File: src/eps_front.sv
// ============================================================================
// eps_front
// Front stages: axis select and saturation, squares, radicand and the
// split wide product r_o^2 * (r_s^2 - u^2).
// ============================================================================
module eps_front #(
    parameter int COORD_WIDTH = 14
) (
    input  logic                     i_clk,
    input  logic                     i_rst_n,
    input  logic                     i_en,
    input  logic                     i_valid,
    input  logic [COORD_WIDTH-1:0]   i_u,
    input  logic [COORD_WIDTH-1:0]   i_rx,
    input  logic [COORD_WIDTH-1:0]   i_ry,
    output logic                     o_valid,
    output logic [4*COORD_WIDTH-1:0] o_t,
    output logic [COORD_WIDTH-1:0]   o_u,
    output logic [COORD_WIDTH-1:0]   o_rs,
    output logic [COORD_WIDTH-1:0]   o_ro,
    output logic                     o_sx
);
    localparam int W = COORD_WIDTH;

    logic         n_sx;
    logic [W-1:0] n_rs, n_ro, n_u;

    logic         r_va, r_vb, r_vc, r_vd, r_ve;
    logic [W-1:0] r_ua, r_ub, r_uc, r_ud, r_ue;
    logic [W-1:0] r_rsa, r_rsb, r_rsc, r_rsd, r_rse;
    logic [W-1:0] r_roa, r_rob, r_roc, r_rod, r_roe;
    logic         r_sxa, r_sxb, r_sxc, r_sxd, r_sxe;
    logic [2*W-1:0] r_su, r_rs2, r_ro2b, r_d, r_ro2c;
    logic [2*W-1:0] r_pp00, r_pp01, r_pp10, r_pp11;
    logic [4*W-1:0] r_t;

    // sweep axis select and saturation
    always_comb begin
        n_sx = (i_rx < i_ry);
        n_rs = n_sx ? i_rx : i_ry;
        n_ro = n_sx ? i_ry : i_rx;
        n_u  = (i_u > n_rs) ? n_rs : i_u;
    end

    // valid bits
    always_ff @(posedge i_clk) begin
        if (!i_rst_n) begin
            r_va <= 1'b0;
            r_vb <= 1'b0;
            r_vc <= 1'b0;
            r_vd <= 1'b0;
            r_ve <= 1'b0;
        end else if (i_en) begin
            r_va <= i_valid;
            r_vb <= r_va;
            r_vc <= r_vb;
            r_vd <= r_vc;
            r_ve <= r_vd;
        end
    end

    // payload stages
    always_ff @(posedge i_clk) begin
        if (i_en) begin
            // stage a: selected operands
            r_ua  <= n_u;
            r_rsa <= n_rs;
            r_roa <= n_ro;
            r_sxa <= n_sx;
            // stage b: squares
            r_su   <= r_ua * r_ua;
            r_rs2  <= r_rsa * r_rsa;
            r_ro2b <= r_roa * r_roa;
            r_ub <= r_ua; r_rsb <= r_rsa; r_rob <= r_roa; r_sxb <= r_sxa;
            // stage c: radicand
            r_d    <= r_rs2 - r_su;
            r_ro2c <= r_ro2b;
            r_uc <= r_ub; r_rsc <= r_rsb; r_roc <= r_rob; r_sxc <= r_sxb;
            // stage d: partial products of the wide product
            r_pp00 <= r_ro2c[W-1:0]   * r_d[W-1:0];
            r_pp01 <= r_ro2c[W-1:0]   * r_d[2*W-1:W];
            r_pp10 <= r_ro2c[2*W-1:W] * r_d[W-1:0];
            r_pp11 <= r_ro2c[2*W-1:W] * r_d[2*W-1:W];
            r_ud <= r_uc; r_rsd <= r_rsc; r_rod <= r_roc; r_sxd <= r_sxc;
            // stage e: partial product sum
            r_t <= ({r_pp11, {(2*W){1'b0}}})
                 + ((4*W)'(r_pp01) << W)
                 + ((4*W)'(r_pp10) << W)
                 + (4*W)'(r_pp00);
            r_ue <= r_ud; r_rse <= r_rsd; r_roe <= r_rod; r_sxe <= r_sxd;
        end
    end

    assign o_valid = r_ve;
    assign o_t     = r_t;
    assign o_u     = r_ue;
    assign o_rs    = r_rse;
    assign o_ro    = r_roe;
    assign o_sx    = r_sxe;

endmodule

File: config.mk
export PLATFORM = sky130hd
export DESIGN_NAME = eps_front
export DESIGN_NICKNAME = d
export VERILOG_FILES = /design/src/eps_front.sv
export SDC_FILE = /design/constraint.sdc
export NUM_CORES = 2
export LEC_CHECK = 0
export BUFFER_PORTS_ARGS = -buffer_cell sky130_fd_sc_hd__clkbuf_2
export CORE_MARGIN = 4
export CORE_UTILIZATION = 45
export DETAILED_ROUTE_END_ITERATION = 10
export GPL_ROUTABILITY_DRIVEN = 0
export PLACE_DENSITY = 0.62
export SYNTH_ARGS = -nofsm -noshare
export SYNTH_HDL_FRONTEND = slang
export SYNTH_SLANG_ARGS = --single-unit
File: constraint.sdc
create_clock -name i_clk -period 7.7 [get_ports i_clk]
set_input_delay 0.385 -clock i_clk [delete_from_list [all_inputs] [get_ports i_clk]]
set_output_delay 0.385 -clock i_clk [all_outputs]
set_load 0.05 [all_outputs]
==> results.md <==
- Placed insts: 8053
- Initial antenna violation count: 6
- Crit path capture type: flip-flop
- CP required: 8150 ps
- Pre-CTS setup slack: 1010 ps
- Status: complete, no violations
- Starting Density: 45.3%
- Cell with the most instances after synthesis: inv_1
- Post-synth top area cell: fa_1
- Fin crit share: 87.8%
- Final WS setup: 942 ps
- Total Neg Setup Slack: 0 ps
- Detailed-route wire length per cell: 17.3 um
- Area share of the largest cell type after synthesis: 29.1%
- WS Path Type: reg2reg
- # Max-Cap Violations: 0
- RSZ-0062 raised after global routing: false
- Ys flop type: edfxtp_1
- Share of cells above drive strength 1: 6.32%
- Post-Layout Cell Count: 8191
- DR vias: 41800
- Drt via density: 5.11
- Total grt overflow: 0
- WHS Endpoint: r_roa[9]
- Post-synthesis area per instance: 10.3 sq um
- Critical-path maximum fanout: 27
- RR Endpoint: r_pp11[25]
- Num rows: 137
- Slew Viols, Final: 0
- Synth warn: 0
- Worst-Skew Late Latency: 680 ps
- WHS Path Cells: 3
- Met3 wire length: 6270 um
- EDFF count, synth: 515
- Detail Placement HPWL: 111000 um
- Synth top area cells: fa_1, edfxtp_1, ha_1
- CTS tree: yes
- Fin Hold WS: 63.8 ps
- Clock Sink Count: 520
- Area delta synth->final: 8.27%
- Largest net degree at the start of global routing: 158
- Cells after synthesis: 6165
- I/O Pins: 146
- Rel. slew slack: 24.5%
- Layout Nets: 7954
- DRT Pass-1 Iters: 6
- Seq/Total Area, Yosys: 24.6%
- Die area: 147000 sq um
- Mapped cell area: 63400 sq um
- Met2 routed WL: 69600 um
- Setup bufs post-CTS: 0
- CTS max path bufs: 3
- Root buf cell: clkbuf_16
- Max H-tree Level: 3
- Remaining DRCs: 0
- Register bit total from synthesis: 520
- Vias in the first global route: 44800
- Number of nets still failing antenna checks after routing: 0
- Fin. Hold Viols: 0
- Top post-synthesis cells by count: inv_1, fa_1, ha_1
- Worst R2R Start: r_d[16]
- Met1 Wirelength: 62600 um
- Max frequency: 148 MHz
- Global Route Usage Sum: 20.0%
- Port bufs: 145
- Unique cell type count in the Yosys netlist: 85
- Reg clk slew, reported paths: 70 ps
- R2R setup slack: 940 ps
- Hold path startpoint: i_rx[9]
- Footprint of the multi-input gates: 42200 sq um
- First-pass GRT wire length: 236000 um
- Clk_skew: 39.4 ps
- CP arrival: 7210 ps
- Reg2reg path depth: 19
- Die width: 383 um
- Total CTS buffers: 68
- Fillers: 12800
- Min Clock Period, post-route: 6760 ps
- Highest metal used: met5
- Post-Route WL: 142000 um
- Setup crit start kind: flip-flop
- FFs w/ async S/R, synth: 0%
- Initial detailed-routing violation count: 2227
- DIE HEIGHT: 383 um
- Sequential Area: 15600 sq um
- HP Class: in2reg
- Core ar.: 140000 sq um
- Final setup fails: 0
- Worst Tran Pin Value: 1130 ps
==> layout make-up <==
class / count / area share [%]
clock inverters: 40 / 0.644
inverters: 1277 / 6.99
well taps: 1876 / 3.42
multi-input cells: 4168 / 61.6
diodes: 2 / 0.00730
flip-flops and latches: 520 / 22.7
repair buffers: 226 / 2.06
clock buffers: 82 / 2.60
==> worst max-delay path: stages, from the launching register on <==
cell	delay (ps)
edfxtp_1	840
and2_1	390
fa_1	530
inv_1	50
fa_1	470
inv_1	50
fa_1	490
fa_1	530
fa_1	500
inv_1	50
fa_1	470
inv_1	40
ha_1	330
and4_1	270
and3_1	170
o221ai_1	170
a31oi_1	420
o21ai_0	190
a21o_1	230
o311ai_0	350
==> through the flow <==
step,utilization [%],area [sq um]
4_1_cts,49.1,68600
6_report,49.1,68600
5_1_grt,49.1,68600
3_5_place_dp,47.4,66200
3_3_place_gp,47.4,66200
2_1_floorplan,-,63400
==> layout by cell type, fill, tap and decap left out, drive strengths merged, types with 13 or more instances in the layout <==
master       instances
inv               1283
fa                 922
ha                 725
nand2              657
edfxtp             515
and2               479
clkbuf             226
a21oi              195
xnor2              184
nor2               159
o21ai              116
a21o                92
buf                 68
xor2                63
nand3               62
nor3                47
nor2b               39
o21a                34
nand2b              33
mux2                32
a211oi              31
o21bai              29
a31oi               29
clkinv              26
nand4               20
and3                18
conb                18
or2                 17
dlygate4sd3         14
o211ai              14
mux2i               13
==> sequential cells by signal, summed over array words and instances, names as in the netlist, 26 cells and up <==
name	flops
o_t	56
r_d	28
r_pp00	28
r_pp01	28
r_pp10	28
r_pp11	28
r_ro2b	26
r_ro2c	26
r_rs2	26
r_su	26
==> what timing repair did <==
action | CTS | global route
gates resized for setup | 0 | 0
hold buffers | 14 | 0
endpoints found under the setup margin | 0 | 0
hold endpoints to repair | 17 | 0
==> kinds of logic (layout without fill, tap and decap cells) <==
kind of cell / after synthesis / in the layout / synth area share (%)
adders and majority gates: 1647 / 1647 / 43.5
and+or+nand+nor: 1576 / 1576 / 12.2
buffers and inverters: 1494 / 1625 / 8.86
AOI/OAI and AO/OA: 635 / 635 / 6.68
DFF: 520 / 520 / 24.6
xor gates and xnor gates: 247 / 247 / 3.41
muxes: 45 / 45 / 0.774
other: 1 / 20 / 0.00592
==> worst max-delay path by stage <==
stage | startpoint | to | slack (ps) | depth (start not counted)
after global routing | r_d[16] | r_pp11[25] | 590 | 19
final | r_d[16] | r_pp11[25] | 940 | 19
after floorplan | r_rsa[2] | r_rs2[24] | 1670 | 22
after detailed placement | r_d[16] | r_pp11[25] | 1010 | 19
after global placement | r_d[16] | r_pp01[22] | 1140 | 21
after CTS | r_ro2c[22] | r_pp11[25] | 980 | 18
==> layer usage <==
metal	global-route usage [%]	up-vias
met5	0	-
li1	-	19700
met3	2.51	188
met2	34.8	870
met4	5.15	4
met1	26.4	21000
Power is not shown: default switching activity piles up to over one toggle a cycle in this logic, so the estimate is an artifact.
