===== src/eps_sqrt.sv =====
// ============================================================================
// eps_sqrt
// Pipelined integer square root, one root bit per stage.
// ============================================================================
module eps_sqrt #(
    parameter int COORD_WIDTH = 14
) (
    input  logic                     i_clk,
    input  logic                     i_rst_n,
    input  logic                     i_en,
    input  logic                     i_valid,
    input  logic [4*COORD_WIDTH-1:0] i_t,
    input  logic [COORD_WIDTH-1:0]   i_u,
    input  logic [COORD_WIDTH-1:0]   i_rs,
    input  logic [COORD_WIDTH-1:0]   i_ro,
    input  logic                     i_sx,
    output logic                     o_valid,
    output logic [2*COORD_WIDTH-1:0] o_root,
    output logic [COORD_WIDTH-1:0]   o_u,
    output logic [COORD_WIDTH-1:0]   o_rs,
    output logic [COORD_WIDTH-1:0]   o_ro,
    output logic                     o_sx
);
    localparam int W  = COORD_WIDTH;
    localparam int N  = 2 * W;
    localparam int RW = 4 * W;

    logic          r_v    [N];
    logic [RW-1:0] r_rem  [N];
    logic [N-1:0]  r_root [N];
    logic [W-1:0]  r_u    [N];
    logic [W-1:0]  r_rs   [N];
    logic [W-1:0]  r_ro   [N];
    logic          r_sx   [N];

    for (genvar g = 0; g < N; g++) begin : g_stage
        localparam int I = N - 1 - g;

        logic          w_v;
        logic [RW-1:0] w_rem, w_trial;
        logic [N-1:0]  w_root;
        logic [W-1:0]  w_u, w_rs, w_ro;
        logic          w_sx;

        // stage input
        if (g == 0) begin : g_first
            assign w_v    = i_valid;
            assign w_rem  = i_t;
            assign w_root = '0;
            assign w_u    = i_u;
            assign w_rs   = i_rs;
            assign w_ro   = i_ro;
            assign w_sx   = i_sx;
        end else begin : g_next
            assign w_v    = r_v[g-1];
            assign w_rem  = r_rem[g-1];
            assign w_root = r_root[g-1];
            assign w_u    = r_u[g-1];
            assign w_rs   = r_rs[g-1];
            assign w_ro   = r_ro[g-1];
            assign w_sx   = r_sx[g-1];
        end

        // (root + 2^I)^2 - root^2
        assign w_trial = (RW'(w_root) << (I + 1)) | (RW'(1) << (2 * I));

        always_ff @(posedge i_clk) begin
            if (!i_rst_n) begin
                r_v[g] <= 1'b0;
            end else if (i_en) begin
                r_v[g] <= w_v;
            end
        end

        // one root bit decided
        always_ff @(posedge i_clk) begin
            if (i_en) begin
                if (w_rem >= w_trial) begin
                    r_rem[g]  <= w_rem - w_trial;
                    r_root[g] <= w_root | (N'(1) << I);
                end else begin
                    r_rem[g]  <= w_rem;
                    r_root[g] <= w_root;
                end
                r_u[g]  <= w_u;
                r_rs[g] <= w_rs;
                r_ro[g] <= w_ro;
                r_sx[g] <= w_sx;
            end
        end
    end

    assign o_valid = r_v[N-1];
    assign o_root  = r_root[N-1];
    assign o_u     = r_u[N-1];
    assign o_rs    = r_rs[N-1];
    assign o_ro    = r_ro[N-1];
    assign o_sx    = r_sx[N-1];

endmodule


===== config.mk =====
export PLATFORM = sky130hd
export DESIGN_NAME = eps_sqrt
export DESIGN_NICKNAME = d
export VERILOG_FILES = /design/src/eps_sqrt.sv
export SDC_FILE = /design/constraint.sdc
export NUM_CORES = 2
export LEC_CHECK = 0
export ABC_CLOCK_PERIOD_IN_PS = 5600
export BUFFER_PORTS_ARGS = -buffer_cell sky130_fd_sc_hd__buf_2
export CAP_MARGIN = 0
export CELL_PAD_IN_SITES_DETAIL_PLACEMENT = 0
export CELL_PAD_IN_SITES_GLOBAL_PLACEMENT = 1
export CORE_UTILIZATION = 54
export CTS_BUF_LIST = sky130_fd_sc_hd__clkbuf_16
export CTS_CLUSTER_SIZE = 40
export DETAILED_ROUTE_END_ITERATION = 10
export PLACE_DENSITY = 0.92
export SETUP_SLACK_MARGIN = 0.4
export SYNTH_ARGS = -nofsm -noshare
export SYNTH_HDL_FRONTEND = slang
export SYNTH_SLANG_ARGS = --single-unit

===== constraint.sdc =====
create_clock -name i_clk -period 5.6 [get_ports i_clk]
set_input_delay 0.56 -clock i_clk [delete_from_list [all_inputs] [get_ports i_clk]]
set_output_delay 0.56 -clock i_clk [all_outputs]
set_load 0.01 [all_outputs]

==> Flow_metrics.wiki <==
{| class="wikitable"
! Metric !! Value
|-
| Clock-pin slew on the worst setup and hold paths || about 60 ps
|-
| # clock sinks || about 3200
|-
| PortBufs || 174
|-
| Iteration count of the initial detailed-routing pass || 9
|-
| Total track usage || a little under a quarter
|-
| Critical path endpoint category || flop
|-
| Weighted congestion at the end of routability-driven global placement || between 0.9 and 1
|-
| Die area || between 200000 and 250000 sq um
|-
| Post-route ant nets || 0
|-
| Maximum level of the CTS H-tree || 5
|-
| Placed standard-cell area || ~130000 sq um
|-
| Share of final-layout standard cells stronger than drive strength 1 || 8.45%
|-
| Initial antenna violation count || 10
|-
| Avg WL per Cell || about 22 um
|-
| WP data required || approximately 6200 ps
|-
| Number of cells in the design after placement || 11900
|-
| Via-to-Cell Ratio || slightly below 6
|-
| Fraction of synthesized cell area taken by the top area cell type || approximately 73%
|-
| Mapped Area || approximately 130000 sq um
|-
| Flops & latches, synth || 3150
|-
| Kind of start point of the critical path || flop
|-
| Number of fillers in the final layout || roughly 17000
|-
| Tightest Pin Transition || ~1300 ps
|-
| Aggregate negative setup slack || 0 ps
|-
| Leak pwr || 53.3 nW
|-
| Number of global-route vias before repair || 73400
|-
| Rows || between 150 and 200
|-
| Hold Fails Final Rpt || 0
|-
| Longest Clk Path Bufs || 4
|-
| Instance count of the mapped netlist || just under 9000
|-
| Aggregate global routing overflow || 0
|-
| Die boundary height || between 400 and 500 um
|-
| Final setup violating endpoints || 0
|-
| Worst relative slew slack || 11.3%
|-
| Skew-Pair Late Insertion Delay || 970 ps
|-
| Post-layout power || about 59 mW
|-
| Final number of max-transition violations || 0
|-
| Most repeated cell in the gate-level netlist after synthesis || sky130_fd_sc_hd__edfxtp_1
|-
| Leading area contributor after synthesis || sky130_fd_sc_hd__edfxtp_1
|-
| Power per Cell Area || around 410 nW/um^2
|-
| Inserted Clock Buffers || between 300 and 400
|-
| Final worst-path cycle share || roughly 81%
|-
| Maximum number of pins on one net before global-route repair || roughly 200
|-
| Worst clock skew || between 90 and 100 ps
|-
| Dominant synthesized flop cell || sky130_fd_sc_hd__edfxtp_1
|-
| Crit path time final || 4550 ps
|-
| Overall die width || 492 um
|-
| Maximum fanout count along the critical path || 45
|-
| Clock Tree Root || sky130_fd_sc_hd__clkbuf_16
|-
| Area added between synthesis and finish || 12.3%
|-
| Number of enable flip-flop cells after synthesis || roughly 3100
|-
| Final standard cell area without fillers || around 150000 sq um
|-
| Number of cell instances on the worst register-to-register path || 10
|-
| Area of the placeable core || roughly 240000 sq um
|-
| Post-detailed-placement half-perimeter wirelength || 180 mm
|-
| Async S/R FF share, synth || 0%
|-
| R2r endpoint || r_rem[23][49]
|-
| Leading cell types by count after synthesis || sky130_fd_sc_hd__edfxtp_1 (3149), sky130_fd_sc_hd__nand2_1 (578), sky130_fd_sc_hd__inv_1 (553)
|-
| Synth Net Count || around 9000
|-
| Total of max-cap violations || 0
|-
| Number of top-level design ports || around 180
|-
| Maximum resistive drop on vdd || roughly 0.36 mV
|-
| Routed vias || 73500
|-
| Number of distinct standard cells referenced by the synthesized netlist || 87
|-
| Count of unresolved DRC violations after routing || 28
|-
| Data arrival time at the worst-slack endpoint || ~5200 ps
|-
| Post-synthesis sequential area ratio || around 73%
|-
| RSZ-0062 raised after global routing || no
|-
| Outcome || finished with violations
|-
| Critical path class || reg -> reg
|-
| Number of warnings reported in the yosys synthesis log || 0
|-
| Crit path launch || r_rem[22][38]
|-
| Number of cells in the finished layout apart from fillers || 12600
|-
| Max Freq || 220 MHz
|-
| First-pass GRT wire length || roughly 420 mm
|-
| Top area cells in the synthesized netlist || sky130_fd_sc_hd__edfxtp_1 (73%), sky130_fd_sc_hd__ha_1 (4.2%), sky130_fd_sc_hd__xnor2_1 (2.4%)
|-
| Tightest Hold Check Type || in -> reg
|-
| Initial core utilization || roughly 54%
|-
| FF-to-FF setup slack || between 1000 and 1500 ps
|-
| Failing checks || design-rule violations
|-
| Fin nets || 9738
|-
| Number of violations reported at the end of detailed-routing iteration 0 || roughly 7500
|-
| Clock tree from TritonCTS || built
|-
| Routed wire length || roughly 280 mm
|-
| Worst flop-to-flop path startpoint || r_rem[22][38]
|-
| Avg Cell Area, Syn || around 15 sq um
|-
| Critical Path End || r_rem[23][49]
|}
-- worst min path at each step --
| stage | from | to | cells after the start |
|---|---|---|---|
| 2_1_floorplan | r_ro[0][86] | r_ro[0][100] | 0 |
| 3_3_place_gp | r_rs[0][21] | r_rs[0][35] | 0 |
| 3_5_place_dp | r_ro[0][96] | r_ro[0][110] | 0 |
| 4_1_cts | i_en | r_ro[0][66] | 1 |
| 5_1_grt | i_en | r_ro[0][66] | 1 |
| 6_report | i_en | r_ro[0][66] | 1 |
-- cells by family after synthesis --
logic type                 count (synthesis)  synth area share (%)
and+or+nand+nor                         2310                  9.28
DFF                                     3150                  72.9
muxes                                     42                 0.357
buffers and inverters                    743                  2.19
xor gates and xnor gates                 660                  4.45
AOI/OAI and AO/OA                       1389                  6.68
adders and majority gates                432                  4.16
-- layout make-up --
| type | count | area, sq um | share of cell area, % |
|---|---|---|---|
| repair buffers | 336 | 2530 | 1.74 |
| inverters | 553 | 2080 | 1.42 |
| well taps | 3167 | 3960 | 2.72 |
| multi-input cells | 4833 | 32400 | 22.2 |
| diodes | 3 | 7.51 | 0.00515 |
| clock inverters | 231 | 1930 | 1.32 |
| clock buffers | 331 | 8280 | 5.68 |
| flip-flops and latches | 3150 | 94600 | 64.9 |
-- layout by cell type (no fill, tap or decap), drive strengths merged, types with 32 or more instances in the layout --
cell type,count
a211oi,42
a21o,177
a21oi,329
a31oi,39
and3,64
buf,235
clkbuf,331
clkinv,119
dlygate4sd3,101
edfxtp,3149
ha,432
inv,622
mux2,34
nand2,578
nand2b,89
nand3,128
nand4,136
nor2,415
nor2b,66
nor3,204
nor4,271
nor4b,46
o211ai,35
o21a,85
o21ai,439
o21bai,40
o31ai,32
or2,37
or3,84
or4,58
xnor2,356
xor2,304
-- power by group --
part	internal (mW)	total, mW	switching, mW
clock	12.0	21.0	8.99
sequential	28.8	30.3	1.53
combinational	3.13	7.99	4.86
-- state kept, by name, summed over array words and instances (netlist names) --
| register | count |
|---|---|
| r_rs | 392 |
| r_root | 406 |
| r_v | 28 |
| r_sx | 28 |
| r_u | 392 |
| r_ro | 392 |
| r_rem | 1512 |
-- critical path, cell delays in order, from the launching register on --
cell and delay [ps]:
sky130_fd_sc_hd__edfxtp_1 410, sky130_fd_sc_hd__or4_1 570, sky130_fd_sc_hd__or3_1 460, sky130_fd_sc_hd__inv_1 80, sky130_fd_sc_hd__nand2_1 110, sky130_fd_sc_hd__a2111oi_0 1100
sky130_fd_sc_hd__o31a_1 280, sky130_fd_sc_hd__buf_4 390, sky130_fd_sc_hd__or3_1 530, sky130_fd_sc_hd__nor3_1 160, sky130_fd_sc_hd__xor2_1 180
-- metrics by stage --
stage	util [%]	hold slack (ps)	worst slack (ps)
floorplan	-	400	1380
global placement	56.5	400	1150
detailed placement	56.5	405	999
CTS	61.2	14.1	994
global route	61.2	47.4	825
finish	61.2	82.8	1050
-- timing repair --
action	4_1_cts	5_1_grt
hold buffers	101	0
setup endpoints to repair	0	0
endpoints found under the hold margin	101	0
gates resized for setup	0	0
setup buffers	0	0
-- metal layers --
metal / track usage [%] / routed length, um / up-vias
li1: - / - / 34000
met4: 7.68 / 8830 / 0
met1: 28.8 / 109000 / 35800
met2: 38.7 / 137000 / 3146
met3: 4.43 / 22100 / 580
met5: 0 / 0 / -
Note: power is estimated with default switching activity, not from simulation.
