`src/eps_div.sv`:
```
// ============================================================================
// eps_div
// Pipelined restoring divider, root / sweep radius, one quotient bit per
// stage.
// ============================================================================
module eps_div #(
    parameter int COORD_WIDTH = 14
) (
    input  logic                     i_clk,
    input  logic                     i_rst_n,
    input  logic                     i_en,
    input  logic                     i_valid,
    input  logic [2*COORD_WIDTH-1:0] i_num,
    input  logic [COORD_WIDTH-1:0]   i_u,
    input  logic [COORD_WIDTH-1:0]   i_rs,
    input  logic [COORD_WIDTH-1:0]   i_ro,
    input  logic                     i_sx,
    output logic                     o_valid,
    output logic [COORD_WIDTH-1:0]   o_quot,
    output logic [COORD_WIDTH-1:0]   o_u,
    output logic [COORD_WIDTH-1:0]   o_rs,
    output logic [COORD_WIDTH-1:0]   o_ro,
    output logic                     o_sx
);
    localparam int W = COORD_WIDTH;

    logic         r_v   [W];
    logic [W-1:0] r_rem [W];
    logic [W-1:0] r_low [W];
    logic [W-1:0] r_q   [W];
    logic [W-1:0] r_u   [W];
    logic [W-1:0] r_rs  [W];
    logic [W-1:0] r_ro  [W];
    logic         r_sx  [W];

    for (genvar g = 0; g < W; g++) begin : g_stage
        localparam int J = W - 1 - g;

        logic         w_v, w_sx, w_ge;
        logic [W-1:0] w_rem, w_low, w_q, w_u, w_rs, w_ro;
        logic [W:0]   w_sh;

        // stage input; the quotient fits W bits, so the upper half starts
        // as the remainder
        if (g == 0) begin : g_first
            assign w_v   = i_valid;
            assign w_rem = i_num[2*W-1:W];
            assign w_low = i_num[W-1:0];
            assign w_q   = '0;
            assign w_u   = i_u;
            assign w_rs  = i_rs;
            assign w_ro  = i_ro;
            assign w_sx  = i_sx;
        end else begin : g_next
            assign w_v   = r_v[g-1];
            assign w_rem = r_rem[g-1];
            assign w_low = r_low[g-1];
            assign w_q   = r_q[g-1];
            assign w_u   = r_u[g-1];
            assign w_rs  = r_rs[g-1];
            assign w_ro  = r_ro[g-1];
            assign w_sx  = r_sx[g-1];
        end

        assign w_sh = {w_rem, w_low[J]};
        assign w_ge = (w_sh >= {1'b0, w_rs});

        always_ff @(posedge i_clk) begin
            if (!i_rst_n) begin
                r_v[g] <= 1'b0;
            end else if (i_en) begin
                r_v[g] <= w_v;
            end
        end

        // one quotient bit decided
        always_ff @(posedge i_clk) begin
            if (i_en) begin
                if (w_ge) begin
                    r_rem[g] <= W'(w_sh - {1'b0, w_rs});
                    r_q[g]   <= w_q | (W'(1) << J);
                end else begin
                    r_rem[g] <= w_sh[W-1:0];
                    r_q[g]   <= w_q;
                end
                r_low[g] <= w_low;
                r_u[g]   <= w_u;
                r_rs[g]  <= w_rs;
                r_ro[g]  <= w_ro;
                r_sx[g]  <= w_sx;
            end
        end
    end

    assign o_valid = r_v[W-1];
    assign o_quot  = r_q[W-1];
    assign o_u     = r_u[W-1];
    assign o_rs    = r_rs[W-1];
    assign o_ro    = r_ro[W-1];
    assign o_sx    = r_sx[W-1];

endmodule

```
`config.mk`:
```
export PLATFORM = sky130hd
export DESIGN_NAME = eps_div
export DESIGN_NICKNAME = d
export VERILOG_FILES = /design/src/eps_div.sv
export SDC_FILE = /design/constraint.sdc
export NUM_CORES = 1
export LEC_CHECK = 0
export BUFFER_PORTS_ARGS = -buffer_cell sky130_fd_sc_hd__buf_2
export CAP_MARGIN = 20
export CORE_MARGIN = 2
export CORE_UTILIZATION = 55
export DETAILED_ROUTE_END_ITERATION = 12
export GPL_TIMING_DRIVEN = 0
export PLACE_DENSITY = 0.72
export SYNTH_ARGS = -nofsm -noshare
export SYNTH_HDL_FRONTEND = slang
export SYNTH_SLANG_ARGS = --single-unit
```
`constraint.sdc`:
```
create_clock -name i_clk -period 4.03 [get_ports i_clk]
set_clock_uncertainty 0.2 [all_clocks]
set_input_delay 0.806 -clock i_clk [delete_from_list [all_inputs] [get_ports i_clk]]
set_output_delay 0.806 -clock i_clk [all_outputs]
set_load 0.01 [all_outputs]
```
==> impl_metrics.prom, run 1 <==
# TYPE chip_impl_metric gauge
chip_impl_metric{name="post_drt_wl_per_cell",unit="um"} 18.7
chip_impl_metric{name="place_area",unit="um2"} 44100
chip_impl_metric{name="wire_length_of_the_first_global_routing_pass",unit="mm"} 118
chip_impl_metric{name="core_region_area",unit="um2"} 75800
chip_impl_metric{name="floorplan.initialDensity",unit="%"} 55.4
chip_impl_metric{name="post-route-cell-area",unit="um2"} 47200
chip_impl_info{name="cts_root_buf",value="sky130_fd_sc_hd__clkbuf_16"} 1
chip_impl_info{name="critPathLaunchType",value="register"} 1
chip_impl_metric{name="cellPowerDensity",unit="nW/um2"} 658
chip_impl_metric{name="route.final.wire_length",unit="mm"} 74.4
chip_impl_metric{name="max_root_sink_buffers",unit=""} 3
chip_impl_metric{name="post_route_cells_drive_above_1_share",unit="%"} 15.4
chip_impl_metric{name="leakagePower",unit="uW"} 0.0183
chip_impl_metric{name="final_cell_count_no_fill",unit=""} 3981
chip_impl_metric{name="die-area",unit="um2"} 78600
chip_impl_metric{name="synthDominantCellAreaShare",unit="%"} 71.0
chip_impl_metric{name="antenna_cells",unit=""} 0
chip_impl_metric{name="cap_violations",unit=""} 0
chip_impl_metric{name="cts-htree-levels",unit=""} 3
chip_impl_metric{name="die_height",unit="um"} 280
chip_impl_metric{name="worst_hold_check_slack",unit="ns"} 0.102
chip_impl_metric{name="ant_nets",unit=""} 0
chip_impl_metric{name="finish.utilization",unit="%"} 62.2
chip_impl_info{name="clock_tree_from_tritoncts",value="yes"} 1
chip_impl_metric{name="grt_antenna_before_repair",unit=""} 0
chip_impl_info{name="rsz0062_at_grt",value="no"} 1
chip_impl_metric{name="met2_usage",unit="%"} 35.3
chip_impl_metric{name="fin_total_pwr",unit="uW"} 31000
chip_impl_metric{name="fillerInstances",unit=""} 5473
chip_impl_metric{name="crit_path_max_fanout",unit=""} 10
chip_impl_metric{name="drt-vias-per-instance",unit=""} 5.45
chip_impl_metric{name="clockPowerShare",unit="%"} 27.7
chip_impl_metric{name="grt_remaining_overflow",unit=""} 0
chip_impl_metric{name="p_switching",unit="uW"} 8980
chip_impl_metric{name="dp_hpwl",unit="mm"} 52.0
chip_impl_info{name="grt-busiest-layer",value="met2"} 1
chip_impl_metric{name="max_freq",unit="MHz"} 270
chip_impl_metric{name="timing.slew.headroom",unit="%"} 33.1
chip_impl_metric{name="worst_vdd_rail_ir_drop",unit="uV"} 396
chip_impl_info{name="reg2reg_from",value="r_rem[0][48]"} 1
chip_impl_metric{name="placed_cells_incl_taps",unit=""} 3811
chip_impl_metric{name="postCtsResizedCells",unit=""} 0
chip_impl_metric{name="layout_area_growth_over_synthesis",unit="%"} 12.3
chip_impl_metric{name="pin_count_of_the_biggest_net_entering_global_routing",unit=""} 150
chip_impl_metric{name="top_level_ports",unit=""} 133
chip_impl_info{name="top_library_cells_by_usage_in_the_layout_fill_and_taps_aside",value="sky130_fd_sc_hd__edfxtp_1 (993), sky130_fd_sc_hd__inv_1 (261), sky130_fd_sc_hd__ha_1 (196)"} 1
chip_impl_info{name="postSynth.topFlopCell",value="sky130_fd_sc_hd__edfxtp_1"} 1
chip_impl_metric{name="mappedNetlistArea",unit="um2"} 42000
chip_impl_info{name="synth_largest_area_cell",value="sky130_fd_sc_hd__edfxtp_1"} 1
chip_impl_metric{name="final_nets",unit=""} 3216
chip_impl_metric{name="global_route.usage.met3",unit="%"} 2.68
chip_impl_metric{name="min_period_over_period",unit="%"} 92.0
chip_impl_metric{name="drt_first_pass_iters",unit=""} 5
chip_impl_metric{name="maxSlewViolCount",unit=""} 0
chip_impl_metric{name="finalSetupViolCount",unit=""} 0
chip_impl_metric{name="clock_sink_count",unit=""} 994
chip_impl_metric{name="first_global_vias",unit=""} 22500
chip_impl_metric{name="remaining_drc_errors",unit=""} 0
chip_impl_metric{name="gp_routability_congestion",unit=""} 0.961
chip_impl_metric{name="seq_area_frac_synth",unit="%"} 71.0
chip_impl_metric{name="dr_total_vias",unit=""} 21700
chip_impl_metric{name="globalRouteTotalUtil",unit="%"} 19.1
chip_impl_info{name="commonest_non_fill_non_tap_cell_in_the_layout",value="sky130_fd_sc_hd__edfxtp_1"} 1
chip_impl_info{name="area_contributors_post_synth",value="sky130_fd_sc_hd__edfxtp_1 (71%), sky130_fd_sc_hd__ha_1 (5.8%), sky130_fd_sc_hd__mux2_2 (2.5%), sky130_fd_sc_hd__inv_1 (2.3%), sky130_fd_sc_hd__xnor2_1 (1.8%)"} 1
chip_impl_metric{name="worst-slew-pin-transition",unit="ns"} 1.00
chip_impl_metric{name="die-width",unit="um"} 280
chip_impl_metric{name="synth_async_sr_flop_share",unit="%"} 0
chip_impl_metric{name="placement.io_buffers",unit=""} 132
chip_impl_metric{name="clkSlewWorstSetupHoldPaths",unit="ns"} 0.06
chip_impl_info{name="min_from",value="i_num[10]"} 1
chip_impl_metric{name="synth_seq_cells",unit=""} 994
chip_impl_metric{name="combinationalPowerShare",unit="%"} 27.3
chip_impl_info{name="start_to_end_type_of_the_worst_setup_path",value="reg -> reg"} 1
chip_impl_metric{name="cts-buffers-inserted",unit=""} 96
chip_impl_metric{name="synth-edff-count",unit=""} 993
chip_impl_info{name="critPathLaunch",value="r_rem[0][48]"} 1
chip_impl_metric{name="data_arrival_critical_path",unit="ns"} 3.88
chip_impl_metric{name="core.rowCount",unit=""} 101
chip_impl_metric{name="syn-num-nets",unit=""} 2978
chip_impl_info{name="timing.hold.worst.class",value="in -> reg"} 1
chip_impl_metric{name="post_synth_inst_count",unit=""} 2694
chip_impl_metric{name="yosysUniqueCellTypes",unit=""} 83
chip_impl_metric{name="final_hold_viol_count",unit=""} 0
chip_impl_metric{name="detailedRoute.firstIterationViolations",unit=""} 1216
chip_impl_metric{name="groute.layer.met1.usage",unit="%"} 22.7
chip_impl_metric{name="yosys_warnings",unit=""} 0
chip_impl_metric{name="post_synth.cell_area_avg",unit="um2"} 15.6
chip_impl_info{name="status",value="finished clean"} 1
chip_impl_metric{name="pwr-share-seq",unit="%"} 45.0
chip_impl_metric{name="power.share.switching",unit="%"} 28.9
chip_impl_metric{name="crit_path_required_time",unit="ns"} 4.20
chip_impl_metric{name="power_report.internal_total",unit="uW"} 22100
chip_impl_info{name="endpoint_kind",value="register"} 1
chip_impl_metric{name="final.min_clock_period",unit="ns"} 3.71
chip_impl_metric{name="clk_latency",unit="ns"} 0.68
-- cell families after synthesis --
kind of cell	share of synthesized area, %
xor gates and xnor gates	2.21
buffers and inverters	2.79
muxes	4.29
and+or+nand+nor	5.59
AOI/OAI and AO/OA	7.63
DFF	71.0
adders and majority gates	6.46
-- cell type report --
class	count	area, um2	share of cell area [%]
plain buffers	32	191	0.406
clock buffers	115	2470	5.24
clock inverters	54	586	1.24
inverters	262	983	2.09
multi-input cells	1405	11000	23.3
flip-flops and latches	994	29800	63.3
well taps	978	1220	2.59
repair buffers	141	868	1.84
-- layer usage --
layer	vias to the layer above	wire [um]
met4	0	2230
met1	10500	30200
met3	149	2550
li1	10600	-
met2	412	39400
met5	-	0
-- through the flow --
stage,setup slack (ns),TNS [ns]
finish,0.321,0
global route,0.279,0
CTS,0.388,0
detailed placement,-1.06,-283.36
global placement,-10.99,-
floorplan,0.803,0
-- sequential cells by signal, summed over array words and instances (netlist names) --
signal / flops
r_low: 91
r_u: 196
r_rem: 182
r_sx: 14
r_q: 105
r_rs: 196
r_v: 14
r_ro: 196
-- Yosys cell counts (all sizes together) (14+ instances only) --
master,count
inv,262
buf,14
nor2b,44
a21boi,15
mux2,125
nand2b,23
clkbuf,19
edfxtp,993
a21o,63
nor3,41
nor2,148
o21a,24
mux2i,30
nand4,20
xor2,21
a211oi,15
o21ai,89
and3,28
nand3,26
or2,15
a21oi,129
xnor2,85
nand2,85
ha,196
-- worst max-delay path: stages (launching register included) --
cell and delay, ns:
sky130_fd_sc_hd__edfxtp_1 0.41, sky130_fd_sc_hd__ha_1 0.40, sky130_fd_sc_hd__and3_1 0.21, sky130_fd_sc_hd__nand3_1 0.17, sky130_fd_sc_hd__a211oi_1 0.73, sky130_fd_sc_hd__o21ai_1 0.18
sky130_fd_sc_hd__a21oi_2 0.44, sky130_fd_sc_hd__buf_4 0.30, sky130_fd_sc_hd__mux2_2 0.35
-- path summary, 6_finish.rpt --
kind / cells past startpoint / endpoint / slack [ns]
hold / removal: 1 / r_low[0][10] / 0.10
hold reg to reg: 0 / r_low[1][1] / 0.19
setup / recovery: 8 / r_rem[0][68] / 0.32
setup reg to reg: 8 / r_rem[0][68] / 0.32
-- power by group through the flow --
| stage | combinational, uW | clock [uW] | sequential [uW] |
|---|---|---|---|
| after CTS | 8450 | 8830 | 14000 |
| after global placement | 8160 | 0 | 14300 |
| after floorplan | 6500 | 0 | 13900 |
| final | 8470 | 8600 | 14000 |
| after detailed placement | 8380 | 0 | 14200 |
| after global routing | 9360 | 9200 | 14100 |
-- timing repair --
action,in CTS,in global routing
buffers inserted,0,0
setup endpoints to repair,236,0
hold buffers,0,0
Note: power is estimated with default switching activity, not from simulation.
==> inputs of run 2 (changes only) <==
Settings changed: REMOVE_ABC_BUFFERS from default to 1.
==> impl_metrics.prom, run 2 (synthesized netlist as in run 1, its figures left out) <==
# TYPE chip_impl_metric gauge
chip_impl_info{name="timing.hold.worst.class",value="in -> reg"} 1
chip_impl_metric{name="data_arrival_critical_path",unit="ns"} 3.88
chip_impl_metric{name="cp_slowest_stage_delay",unit="ns"} 0.45
chip_impl_metric{name="postCtsSetupRepairBufs",unit=""} 0
chip_impl_info{name="commonest_non_fill_non_tap_cell_in_the_layout",value="sky130_fd_sc_hd__edfxtp_1"} 1
chip_impl_metric{name="register_area",unit="um2"} 29800
chip_impl_metric{name="clk_latency",unit="ns"} 0.67
chip_impl_metric{name="detailedRoute.firstIterationViolations",unit=""} 1325
chip_impl_metric{name="floorplan.initialDensity",unit="%"} 55.4
chip_impl_metric{name="hold_buffers",unit=""} 0
chip_impl_info{name="rsz0062_at_grt",value="no"} 1
chip_impl_info{name="endpoint_kind",value="register"} 1
chip_impl_metric{name="min_period_over_period",unit="%"} 91.8
chip_impl_metric{name="place_area",unit="um2"} 43900
chip_impl_info{name="top_library_cells_by_usage_in_the_layout_fill_and_taps_aside",value="sky130_fd_sc_hd__edfxtp_1 (993), sky130_fd_sc_hd__inv_1 (261), sky130_fd_sc_hd__ha_1 (196)"} 1
chip_impl_metric{name="crit_path_required_time",unit="ns"} 4.21
chip_impl_metric{name="die-width",unit="um"} 280
chip_impl_metric{name="clock_sink_count",unit=""} 994
chip_impl_metric{name="cap_violations",unit=""} 0
chip_impl_metric{name="cts-htree-levels",unit=""} 3
chip_impl_metric{name="antenna_cells",unit=""} 0
chip_impl_metric{name="min_delay_path_depth",unit=""} 1
chip_impl_metric{name="dr_total_vias",unit=""} 21700
chip_impl_metric{name="drt_first_pass_iters",unit=""} 5
chip_impl_info{name="path_cells",value="buf_16, buf_16, buf_16, buf_16, buf_16, buf_16, nor3b_1, o21ai_2, mux2_2"} 1
chip_impl_metric{name="route.final.wire_length",unit="mm"} 70.1
chip_impl_info{name="start_to_end_type_of_the_worst_setup_path",value="in -> reg"} 1
chip_impl_metric{name="timing.critical_path.depth",unit=""} 9
chip_impl_info{name="critical_path.slowest_cell",value="sky130_fd_sc_hd__nor3b_1"} 1
chip_impl_info{name="critPathLaunchType",value="input pin"} 1
chip_impl_metric{name="top_level_ports",unit=""} 133
chip_impl_metric{name="fin_total_pwr",unit="uW"} 31500
chip_impl_metric{name="dp_hpwl",unit="mm"} 45.5
chip_impl_metric{name="grt_antenna_before_repair",unit=""} 0
chip_impl_info{name="status",value="finished clean"} 1
chip_impl_metric{name="cts-buffers-inserted",unit=""} 98
chip_impl_info{name="worst_path_most_repeated_cell",value="sky130_fd_sc_hd__buf_16"} 1
chip_impl_metric{name="globalRouteTotalUtil",unit="%"} 18.1
chip_impl_metric{name="worst_hold_check_slack",unit="ns"} 0.110
chip_impl_metric{name="final_hold_viol_count",unit=""} 0
chip_impl_metric{name="die_height",unit="um"} 280
chip_impl_metric{name="final_nets",unit=""} 3192
chip_impl_metric{name="crit_path_max_fanout",unit=""} 70
chip_impl_metric{name="multi_input_comb_area",unit="um2"} 11000
chip_impl_info{name="cts_root_buf",value="sky130_fd_sc_hd__clkbuf_16"} 1
chip_impl_metric{name="core.rowCount",unit=""} 101
chip_impl_metric{name="maxSlewViolCount",unit=""} 0
chip_impl_metric{name="core_region_area",unit="um2"} 75800
chip_impl_info{name="registers_with_the_most_flip_flops",value="r_ro x196, r_rs x196, r_u x196"} 1
chip_impl_metric{name="layout_area_growth_over_synthesis",unit="%"} 13.0
chip_impl_metric{name="post_drt_wl_per_cell",unit="um"} 17.7
chip_impl_metric{name="max_root_sink_buffers",unit=""} 3
chip_impl_metric{name="cell_count_of_the_worst_reg_to_reg_path",unit=""} 7
chip_impl_metric{name="drt-vias-per-instance",unit=""} 5.47
chip_impl_info{name="clock_tree_from_tritoncts",value="yes"} 1
chip_impl_metric{name="ant_nets",unit=""} 0
chip_impl_metric{name="clkSlewWorstSetupHoldPaths",unit="ns"} 0.07
chip_impl_metric{name="timing.slew.headroom",unit="%"} 30.5
chip_impl_metric{name="first_global_vias",unit=""} 22400
chip_impl_metric{name="gp_routability_congestion",unit=""} 0.909
chip_impl_metric{name="placement.io_buffers",unit=""} 132
chip_impl_metric{name="fillerInstances",unit=""} 5366
chip_impl_metric{name="finalSetupViolCount",unit=""} 0
chip_impl_metric{name="worst-slew-pin-transition",unit="ns"} 1.04
chip_impl_metric{name="post_route_cells_drive_above_1_share",unit="%"} 15.4
chip_impl_metric{name="grt_remaining_overflow",unit=""} 0
chip_impl_metric{name="wire_length_of_the_first_global_routing_pass",unit="mm"} 113
chip_impl_metric{name="pin_count_of_the_biggest_net_entering_global_routing",unit=""} 137
chip_impl_info{name="crit_family",value="buffers and inverters"} 1
chip_impl_metric{name="cellPowerDensity",unit="nW/um2"} 664
chip_impl_metric{name="worstPathBufferInverterCount",unit=""} 6
chip_impl_metric{name="post-route-cell-area",unit="um2"} 47500
chip_impl_metric{name="max_freq",unit="MHz"} 270
chip_impl_metric{name="timing.setup.tns",unit="ns"} 0
chip_impl_metric{name="die-area",unit="um2"} 78600
chip_impl_metric{name="worst_vdd_rail_ir_drop",unit="uV"} 382
chip_impl_metric{name="leakagePower",unit="uW"} 0.0184
chip_impl_metric{name="final.min_clock_period",unit="ns"} 3.70
chip_impl_metric{name="remaining_drc_errors",unit=""} 0
[run 2: cell count changes in the layout (fill, tap and decap cells not counted), moves of 5 or more]
cell and change:
sky130_fd_sc_hd__buf_4 -6, sky130_fd_sc_hd__buf_6 -5, sky130_fd_sc_hd__buf_8 -5, sky130_fd_sc_hd__bufinv_16 +8
sky130_fd_sc_hd__clkbuf_1 -16, sky130_fd_sc_hd__clkinv_1 +7, sky130_fd_sc_hd__clkinvlp_4 +5
[run 2: cell type report]
cell class | count | area share (%)
flip-flops and latches | 994 | 62.8
repair buffers | 147 | 2.30
inverters | 262 | 2.07
clock inverters | 68 | 1.73
multi-input cells | 1405 | 23.2
well taps | 978 | 2.58
clock buffers | 115 | 5.30
[run 2: routing by layer]
metal / GRT usage (%) / part of all wire, % / up-vias
li1: - / - / 10600
met2: 31.9 / 51 / 443
met4: 7.94 / 3.6 / 0
met5: 0 / 0 / -
met3: 2.83 / 3.5 / 166
met1: 22.0 / 42 / 10500
[run 2: path summary, 6_finish.rpt]
| kind | start | slack [ns] | end |
|---|---|---|---|
| setup / recovery | i_en | 0.33 | r_rem[0][89] |
| setup reg to reg | r_rem[0][48] | 0.40 | r_rem[0][62] |
| hold / removal | i_ro[11] | 0.11 | r_ro[0][11] |
| hold reg to reg | r_low[0][89] | 0.18 | r_low[0][103] |
[run 2: where the power goes]
group	switching (uW)	total (uW)	internal, uW
Clock	3880	9290	5410
Sequential	673	13900	13300
Combinational	4340	8280	3940
[run 2: timing repair]
action                                  CTS  global route
endpoints found under the setup margin   93            35
cloned                                    4             2
resized for setup                         3             0
[run 2: stage by stage]
step / cells / setup WS (ns) / utilization, %
6_report: 3969 / 0.328 / 62.6
5_1_grt: 3969 / 0.125 / 62.6
4_1_cts: 3967 / 0.0375 / 62.6
3_5_place_dp: 3780 / -1.71 / 58.0
3_3_place_gp: 3771 / -19.13 / 57.6
2_1_floorplan: 2661 / 0.290 / -
==> inputs of run 3 (changes only) <==
Settings changed: GPL_TIMING_DRIVEN 0 to default.
==> impl_metrics.prom, run 3 (synthesized netlist as in run 1, its figures left out) <==
# TYPE chip_impl_metric gauge
chip_impl_info{name="status",value="finished clean"} 1
chip_impl_metric{name="dr_total_vias",unit=""} 21800
chip_impl_metric{name="finalSetupViolCount",unit=""} 0
chip_impl_metric{name="crit_path_max_fanout",unit=""} 12
chip_impl_metric{name="maxSlewViolCount",unit=""} 0
chip_impl_info{name="critPathLaunch",value="r_rs[0][43]"} 1
chip_impl_info{name="critPathLaunchType",value="register"} 1
chip_impl_metric{name="first_global_vias",unit=""} 22300
chip_impl_metric{name="worstPathBufferInverterCount",unit=""} 1
chip_impl_metric{name="layout_area_growth_over_synthesis",unit="%"} 12.7
chip_impl_metric{name="ant_nets",unit=""} 0
chip_impl_info{name="top_library_cells_by_usage_in_the_layout_fill_and_taps_aside",value="sky130_fd_sc_hd__edfxtp_1 (993), sky130_fd_sc_hd__inv_1 (261), sky130_fd_sc_hd__ha_1 (196)"} 1
chip_impl_metric{name="die_height",unit="um"} 280
chip_impl_info{name="endpoint_kind",value="register"} 1
chip_impl_metric{name="postCtsSetupRepairBufs",unit=""} 0
chip_impl_metric{name="grt_antenna_before_repair",unit=""} 0
chip_impl_metric{name="cts-htree-levels",unit=""} 3
chip_impl_metric{name="globalRouteTotalUtil",unit="%"} 17.9
chip_impl_metric{name="floorplan.initialDensity",unit="%"} 55.4
chip_impl_metric{name="remaining_drc_errors",unit=""} 0
chip_impl_metric{name="finish.utilization",unit="%"} 62.4
chip_impl_info{name="reg2reg_from",value="r_rs[0][43]"} 1
chip_impl_metric{name="min_delay_path_depth",unit=""} 1
chip_impl_info{name="critical_path.slowest_cell",value="sky130_fd_sc_hd__a211oi_1"} 1
chip_impl_metric{name="setup.reg_to_reg.worst_slack",unit="ns"} 0.53
chip_impl_metric{name="data_arrival_critical_path",unit="ns"} 3.68
chip_impl_metric{name="timing.setup.tns",unit="ns"} 0
chip_impl_info{name="timing.hold.worst.class",value="in -> reg"} 1
chip_impl_info{name="commonest_non_fill_non_tap_cell_in_the_layout",value="sky130_fd_sc_hd__edfxtp_1"} 1
chip_impl_metric{name="worst_vdd_rail_ir_drop",unit="uV"} 422
chip_impl_info{name="cts_root_buf",value="sky130_fd_sc_hd__clkbuf_16"} 1
chip_impl_metric{name="cts-buffers-inserted",unit=""} 98
chip_impl_metric{name="cellPowerDensity",unit="nW/um2"} 662
chip_impl_info{name="path_cells",value="inv_1, ha_1, nor2b_1, o21a_1, o21ai_0, a211oi_1, o21ai_1, a21oi_2, mux2_2"} 1
chip_impl_metric{name="post_drt_wl_per_cell",unit="um"} 17.5
chip_impl_metric{name="dp_hpwl",unit="mm"} 48.6
chip_impl_info{name="holdPathEnd",value="r_u[0][10]"} 1
chip_impl_metric{name="final_hold_viol_count",unit=""} 0
chip_impl_metric{name="die-area",unit="um2"} 78600
chip_impl_metric{name="max_freq",unit="MHz"} 285
chip_impl_metric{name="route.final.wire_length",unit="mm"} 69.9
chip_impl_metric{name="max_root_sink_buffers",unit=""} 3
chip_impl_metric{name="clock_sink_count",unit=""} 994
chip_impl_metric{name="pin_count_of_the_biggest_net_entering_global_routing",unit=""} 103
chip_impl_info{name="start_to_end_type_of_the_worst_setup_path",value="reg -> reg"} 1
chip_impl_metric{name="final.min_clock_period",unit="ns"} 3.50
chip_impl_metric{name="crit_path_required_time",unit="ns"} 4.20
chip_impl_metric{name="placement.io_buffers",unit=""} 132
chip_impl_metric{name="leakagePower",unit="uW"} 0.0184
chip_impl_metric{name="grt_remaining_overflow",unit=""} 0
chip_impl_metric{name="cell_count_of_the_worst_reg_to_reg_path",unit=""} 9
chip_impl_metric{name="die-width",unit="um"} 280
chip_impl_metric{name="hold_buffers",unit=""} 0
chip_impl_metric{name="wire_length_of_the_first_global_routing_pass",unit="mm"} 112
chip_impl_metric{name="post_route_cells_drive_above_1_share",unit="%"} 15.8
chip_impl_metric{name="drt-vias-per-instance",unit=""} 5.45
chip_impl_metric{name="cp_slowest_stage_delay",unit="ns"} 0.58
chip_impl_metric{name="top_level_ports",unit=""} 133
chip_impl_metric{name="drt_first_pass_iters",unit=""} 7
chip_impl_metric{name="detailedRoute.firstIterationViolations",unit=""} 1358
chip_impl_metric{name="postCtsResizedCells",unit=""} 0
chip_impl_info{name="min_from",value="i_u[10]"} 1
chip_impl_info{name="clock_tree_from_tritoncts",value="yes"} 1
chip_impl_metric{name="antenna_cells",unit=""} 0
chip_impl_metric{name="worst_hold_check_slack",unit="ns"} 0.111
chip_impl_info{name="registers_with_the_most_flip_flops",value="r_ro x196, r_rs x196, r_u x196"} 1
chip_impl_info{name="crit_family",value="compound AO/OA/AOI/OAI gates"} 1
chip_impl_info{name="rsz0062_at_grt",value="no"} 1
chip_impl_metric{name="gp_routability_congestion",unit=""} 0.898
chip_impl_metric{name="min_period_over_period",unit="%"} 87.0
chip_impl_metric{name="core.rowCount",unit=""} 101
chip_impl_metric{name="timing.slew.headroom",unit="%"} 36.2
chip_impl_metric{name="worst-slew-pin-transition",unit="ns"} 0.957
chip_impl_metric{name="clk_latency",unit="ns"} 0.67
chip_impl_metric{name="cap_violations",unit=""} 0
chip_impl_metric{name="final_nets",unit=""} 3215
chip_impl_metric{name="fillerInstances",unit=""} 5494
chip_impl_metric{name="core_region_area",unit="um2"} 75800
chip_impl_info{name="r2r-end",value="r_rem[0][63]"} 1
chip_impl_metric{name="clkSlewWorstSetupHoldPaths",unit="ns"} 0.06
## run 3: worst max path at each step
stage | end | slack (ns) | depth (start not counted)
floorplan | r_rem[0][12] | 0.29 | 9
global placement | r_rem[0][7] | 0.64 | 10
detailed placement | r_rem[0][5] | 0.59 | 10
CTS | r_rem[0][64] | 0.57 | 9
global route | r_rem[0][65] | 0.45 | 9
finish | r_rem[0][63] | 0.53 | 9
## run 3: metal layers
metal,track usage (%),wire length (um),vias up
met1,22.6,29900,10500
met2,31.1,35100,448
met4,6.61,2150,0
li1,-,-,10600
met3,3.18,2720,151
met5,0,0,-
## run 3: stage by stage
step	power (uW)	cells	worst slack, ns	instance area (um2)
floorplan	20300	2661	0.290	41800
global placement	22100	3808	0.636	44000
detailed placement	22400	3809	0.591	44000
CTS	31600	3994	0.571	47300
global route	33100	3994	0.446	47300
finish	31300	3994	0.525	47300
## run 3: final cells by class
cell class,count,area [um2],share of cell area [%]
clock buffers,121,2560,5.41
clock inverters,64,724,1.53
inverters,262,983,2.08
multi-input cells,1405,11000,23.2
flip-flops and latches,994,29800,63.1
well taps,978,1220,2.59
repair buffers,170,997,2.11
## run 3: worst register-to-register path, cell delays in order, from the launching register on
cell                       delay [ns]
sky130_fd_sc_hd__edfxtp_1        0.40
sky130_fd_sc_hd__inv_1           0.06
sky130_fd_sc_hd__ha_1            0.30
sky130_fd_sc_hd__nor2b_1         0.17
sky130_fd_sc_hd__o21a_1          0.16
sky130_fd_sc_hd__o21ai_0         0.16
sky130_fd_sc_hd__a211oi_1        0.58
sky130_fd_sc_hd__o21ai_1         0.21
sky130_fd_sc_hd__a21oi_2         0.57
sky130_fd_sc_hd__mux2_2          0.41
## run 3: power by group
| part | leakage (uW) | total, uW | internal [uW] | switching, uW |
|---|---|---|---|---|
| sequential | 0.00970 | 14000 | 13300 | 684 |
| combinational | 0.00711 | 8320 | 3960 | 4350 |
| clock | 0.00159 | 9070 | 5270 | 3800 |
